--- src/hw/rtl/pvs_pkg.sv ---
// Shared types and constants for the palette voxel store.
package pvs_pkg;

    localparam int DEF_VOLUME        = 4096;
    localparam int DEF_PALETTE_DEPTH = 256;

    localparam logic [7:0] CFG_AIR_BLOCK = 8'd0;
    localparam logic [7:0] CFG_AIR_STATE = 8'd1;

    typedef enum logic [1:0] {
        CMD_READ  = 2'd0,
        CMD_WRITE = 2'd1,
        CMD_FILL  = 2'd2,
        CMD_NOP   = 2'd3
    } t_cmd;

    typedef enum logic [2:0] {
        ST_CLEAR,
        ST_IDLE,
        ST_VRD,
        ST_SCAN,
        ST_SEEK,
        ST_DONE
    } t_state;

    typedef struct packed {
        logic [15:0] st_code;
        logic [15:0] blk_code;
    } t_entry;

    typedef struct packed {
        logic rot;
        logic load;
    } t_cell_ctrl;

endpackage

--- src/hw/rtl/pvs_cell.sv ---
// One palette cell of the rotating palette ring.
module pvs_cell (
    input  logic                i_clk,
    input  logic                i_rst_n,
    input  pvs_pkg::t_cell_ctrl i_ctrl,
    input  pvs_pkg::t_entry     i_next,
    input  pvs_pkg::t_entry     i_load,
    output pvs_pkg::t_entry     o_entry
);
    import pvs_pkg::*;

    t_entry r_entry;
    t_entry n_entry;

    always_comb begin
        n_entry = r_entry;
        if (i_ctrl.rot) begin
            n_entry = i_next;
        end else if (i_ctrl.load) begin
            n_entry = i_load;
        end
    end

    always_ff @(posedge i_clk) begin
        if (!i_rst_n) begin
            r_entry <= '0;
        end else begin
            r_entry <= n_entry;
        end
    end

    assign o_entry = r_entry;

endmodule

--- config.mk ---
export PLATFORM = sky130hd
export DESIGN_NAME = pvs_cell
export DESIGN_NICKNAME = d
export VERILOG_FILES = /design/src/hw/rtl/pvs_pkg.sv /design/src/hw/rtl/pvs_cell.sv
export SDC_FILE = /design/constraint.sdc
export NUM_CORES = 1
export LEC_CHECK = 0
export BUFFER_PORTS_ARGS = -buffer_cell sky130_fd_sc_hd__buf_2
export CAP_MARGIN = 10
export CORE_UTILIZATION = 45
export CTS_BUF_LIST = sky130_fd_sc_hd__clkbuf_4
export DETAILED_ROUTE_END_ITERATION = 8
export HOLD_SLACK_MARGIN = 0.12
export MAX_ROUTING_LAYER = met4
export PLACE_DENSITY = 0.81
export SLEW_MARGIN = 20
export SYNTH_ARGS = -nofsm -noshare
export SYNTH_HDL_FRONTEND = slang
export SYNTH_SLANG_ARGS = --single-unit
--- constraint.sdc ---
create_clock -name i_clk -period 1.05 [get_ports i_clk]
set_input_delay 0.0525 -clock i_clk [delete_from_list [all_inputs] [get_ports i_clk]]
set_output_delay 0.0525 -clock i_clk [all_outputs]
set_load 0.05 [all_outputs]
After elaboration in Yosys (flattened, before gate mapping)
Index checks and enable logic that the tools add are counted.
Operators by class
  multiplexer cells: 2
  reduce and logical (&&, ||, !) cells: 1
Operators with widths (count)
  32-bit two-way mux: 2
  2-bit nonzero test: 1
Word-level totals
  bits in registers: 32
  input port bits: 68
  output and inout port bits: 32
  logic and storage cells: 5

Logic depth before layout (Yosys ltp)
  word-level depth: 2
  mapped depth: 4
  gate-level depth less buffers: 2

Worst setup path before layout
Ideal clock, no wire load.
  kind: flip-flop to flip-flop
  from: reg o_entry[0] (netlist name)
  to: reg r_entry, in the netlist o_entry[0]
  setup time: 0.116 ns
  arrival time: 0.971 ns
  required time: 0.934 ns
  path slack: -0.037 ns
  cell stages (with the launch flop): 3
  buffers on the path: 0
  period minus slack after synthesis: 1.087 ns
  cell sequence: dfxtp_1 mux2_4 o211a_1
RTL lines
  to (signal assigned): RTL line pvs_cell.sv:28  | r_entry <= n_entry;
  to (decl): RTL line pvs_cell.sv:12  | t_entry r_entry;

Final worst setup path
  from: reg r_entry, in the netlist o_entry[6]
  to: out o_entry[6] in the netlist's numbering
RTL lines
  to (decl): RTL line pvs_cell.sv:8  | output pvs_pkg::t_entry o_entry
No word-level cell between the ends.

==> qor.csv <==
stage;metric;value;unit
grt;antenna_found_initial;0;
synthesis;ys_top_cells_by_area;dfxtp_1 (36%), mux2_4 (25%), o211a_1 (18%);
detailed_routing;met2_wirelength;3150;um
floorplan;die_x;64.9;um
sta;rsz0062_at_grt;false;
clock_tree;clk_latency;330;ps
clock_tree;cts_tree;yes;
detailed_routing;viasPerCell;4.96;
floorplan;dieArea;4210;um^2
sta;final_max_slew_viol_count;0;
sta;fin_crit;1010;ps
cells_and_area;nNetsFinal;371;
clock_tree;numCtsBuffers;5;
sta;setup_viol;0;
synthesis;yosysTopAreaCellShare;36.0;%
worst_setup_path;cp_num_cells;1;
detailed_routing;route.met3.wl;363;um
synthesis;synth_top_area_cell;dfxtp_1;
placed_design;hpwl;2840;um
placed_design;place_ws;-23.6;ps
detailed_routing;top_layer;met4;
placed_design;portBuffers;99;
power_and_ir_drop;power_density;1070;nW/um^2
synthesis;netlist_top_cells_count;dfxtp_1 (32), o211a_1 (32), mux2_4 (30);
grt;grt_pass1_wl;8960;um
synthesis;yosys_register_bits;32;
sta;fmax;991;MHz
power_and_ir_drop;leakage;1.72;nW
floorplan;ioPinCount;100;
worst_setup_path;r2r_end;o_entry[11];
detailed_routing;via_count;1745;
min_path;min_to;o_entry[15];
worst_setup_path;worstPathCellList;buf_2;
cells_and_area;n_antenna_cell;0;
power_and_ir_drop;vdd_drop_max;0.000780;V
worst_setup_path;path_class;register to primary output;
synthesis;seq_area_frac_synth;36.0;%
synthesis;ys.flop_type;dfxtp_1;
clock_tree;cts-root-buf;clkbuf_4;
floorplan;num_rows;22;
grt;grt-ovfl-total;0;
cells_and_area;design_area;3040;um^2
synthesis;yosys_warnings;0;
worst_setup_path;path_buf_inv;1;
clock_tree;cts_max_level;2;
sta;period_share;96.1;%
cells_and_area;largest_reg_flops;32;
min_path;hold_depth;3;
sta;worstMarginPinSlew;583;ps
grt;grt_use_total;29.6;%
detailed_routing;wl_per_cell;16.3;um
synthesis;ys_types;11;
detailed_routing;drt_first_pass_iters;4;
cells_and_area;drive_gt1_share;57.6;%
detailed_routing;drc;0;
detailed_routing;drt-met1-wl;2060;um
outcome;status;finished clean;
sta;finClkSkew;0;ps
synthesis;synth_nets;209;
power_and_ir_drop;power;3.24;mW
worst_setup_path;max_stage_delay;360;ps
sta;setup_tns;0;ps
sta;fin_ws;40.8;ps
cells_and_area;area_growth;70.9;%
grt;grt_max_degree;35;
sta;hold_viol_final;0;
synthesis;synthCells;141;
min_path;min_from;i_ctrl[1];
worst_setup_path;startpoint_type;register;
detailed_routing;drt.antenna.violating_nets;0;
synthesis;post_synth_instance_area;1780;um^2
worst_setup_path;crit_family;flip-flops;
worst_setup_path;crit_required;1000;ps
grt;grt_pass1_vias;1956;
cells_and_area;fillers;212;
sta;max_slew_margin;61.1;%
floorplan;start_util;47.8;%
placed_design;dpl_cell_area;2340;um^2
worst_setup_path;cp_data_arrival_time;960;ps
job;maxCapViolCount;0;
clock_tree;cts_buffer_depth;2;
synthesis;synth-edff-count;0;
clock_tree;post_cts_buffers;0;
floorplan;coreArea;3720;um^2
clock_tree;cts_sinks;32;
worst_setup_path;r2r_cells;2;
worst_setup_path;cp-end-kind;primary output;
floorplan;die_y;64.9;um
sta;hold_slack;223;ps
worst_setup_path;worst_path_max_delay_cell;dfxtp_2;
clock_tree;path_clk_slew;100;ps
worst_setup_path;regToRegSetupSlack;120;ps
placed_design;gp_congestion;0.711;
detailed_routing;drt_iter0_markers;75;
detailed_routing;wl;5750;um
min_path;hold_path.class;primary input to register;
worst_setup_path;critPathMaxFanout;2;
synthesis;ys_async_sr_fraction;0;%
worst_setup_path;r2r-start;o_entry[11];
synthesis;syn_area_per_cell;12.6;um^2
[logic make-up (layout without fill, tap and decap cells)]
logic type | Yosys count | in the layout | synth area share, %
flip-flops | 32 | 32 | 36.0
buffers and inverters | 13 | 176 | 6.61
AO/OA/AOI/OAI | 32 | 32 | 18.0
AND/OR/NAND/NOR | 32 | 32 | 12.7
multiplexers | 32 | 32 | 26.6
[routing by layer]
layer / vias up / global-route usage (%)
met5: - / -
met4: 0 / 14.2
met3: 17 / 6.16
met2: 83 / 57.6
met1: 810 / 26.7
li1: 835 / -
[cells in the final DEF, fill, tap and decap left out]
master,count
buf_12,4
clkinv_2,2
dfxtp_2,32
clkinv_1,1
clkbuf_4,6
mux2_4,30
dlygate4sd3_1,64
buf_2,98
or2b_1,21
buf_4,1
nand2b_1,11
mux2_2,2
o211a_1,32
[cell type report]
class                      instances  area [um^2]  area share [%]
timing repair buffer             168         1230            40.4
multi-input combinational         96         1020            33.6
sequential                        32          681            22.4
tap                               48         60.1            1.98
clock buffer                       5         37.5            1.24
clock inverter                     3         13.8           0.453
[timing repair]
item	in CTS	in global routing
hold buffers	64	0
endpoints found under the setup margin	0	1
gates resized for setup	0	1
hold endpoints to repair	32	0
[where the power goes]
| group | switching (mW) | internal, mW |
|---|---|---|
| clock | 0.420 | 0.245 |
| sequential | 0.0541 | 1.33 |
| combinational | 0.603 | 0.590 |
[through the flow]
step,cells,util (%)
final,352,81.8
after global routing,352,81.8
after CTS,352,81.7
after detailed placement,280,63.1
after global placement,280,63.1
after floorplan,141,-
[how the worst max path moves through the flow]
stage | start | endpoint | slack [ps]
final | o_entry[6] | o_entry[6] | 40
after global routing | o_entry[7] | o_entry[7] | 4
after CTS | o_entry[31] | o_entry[31] | 40
after detailed placement | i_ctrl[0] | o_entry[30] | -20
after global placement | i_ctrl[0] | o_entry[16] | 1
after floorplan | o_entry[0] | o_entry[0] | 70
Power figures use the tool's default switching activity.
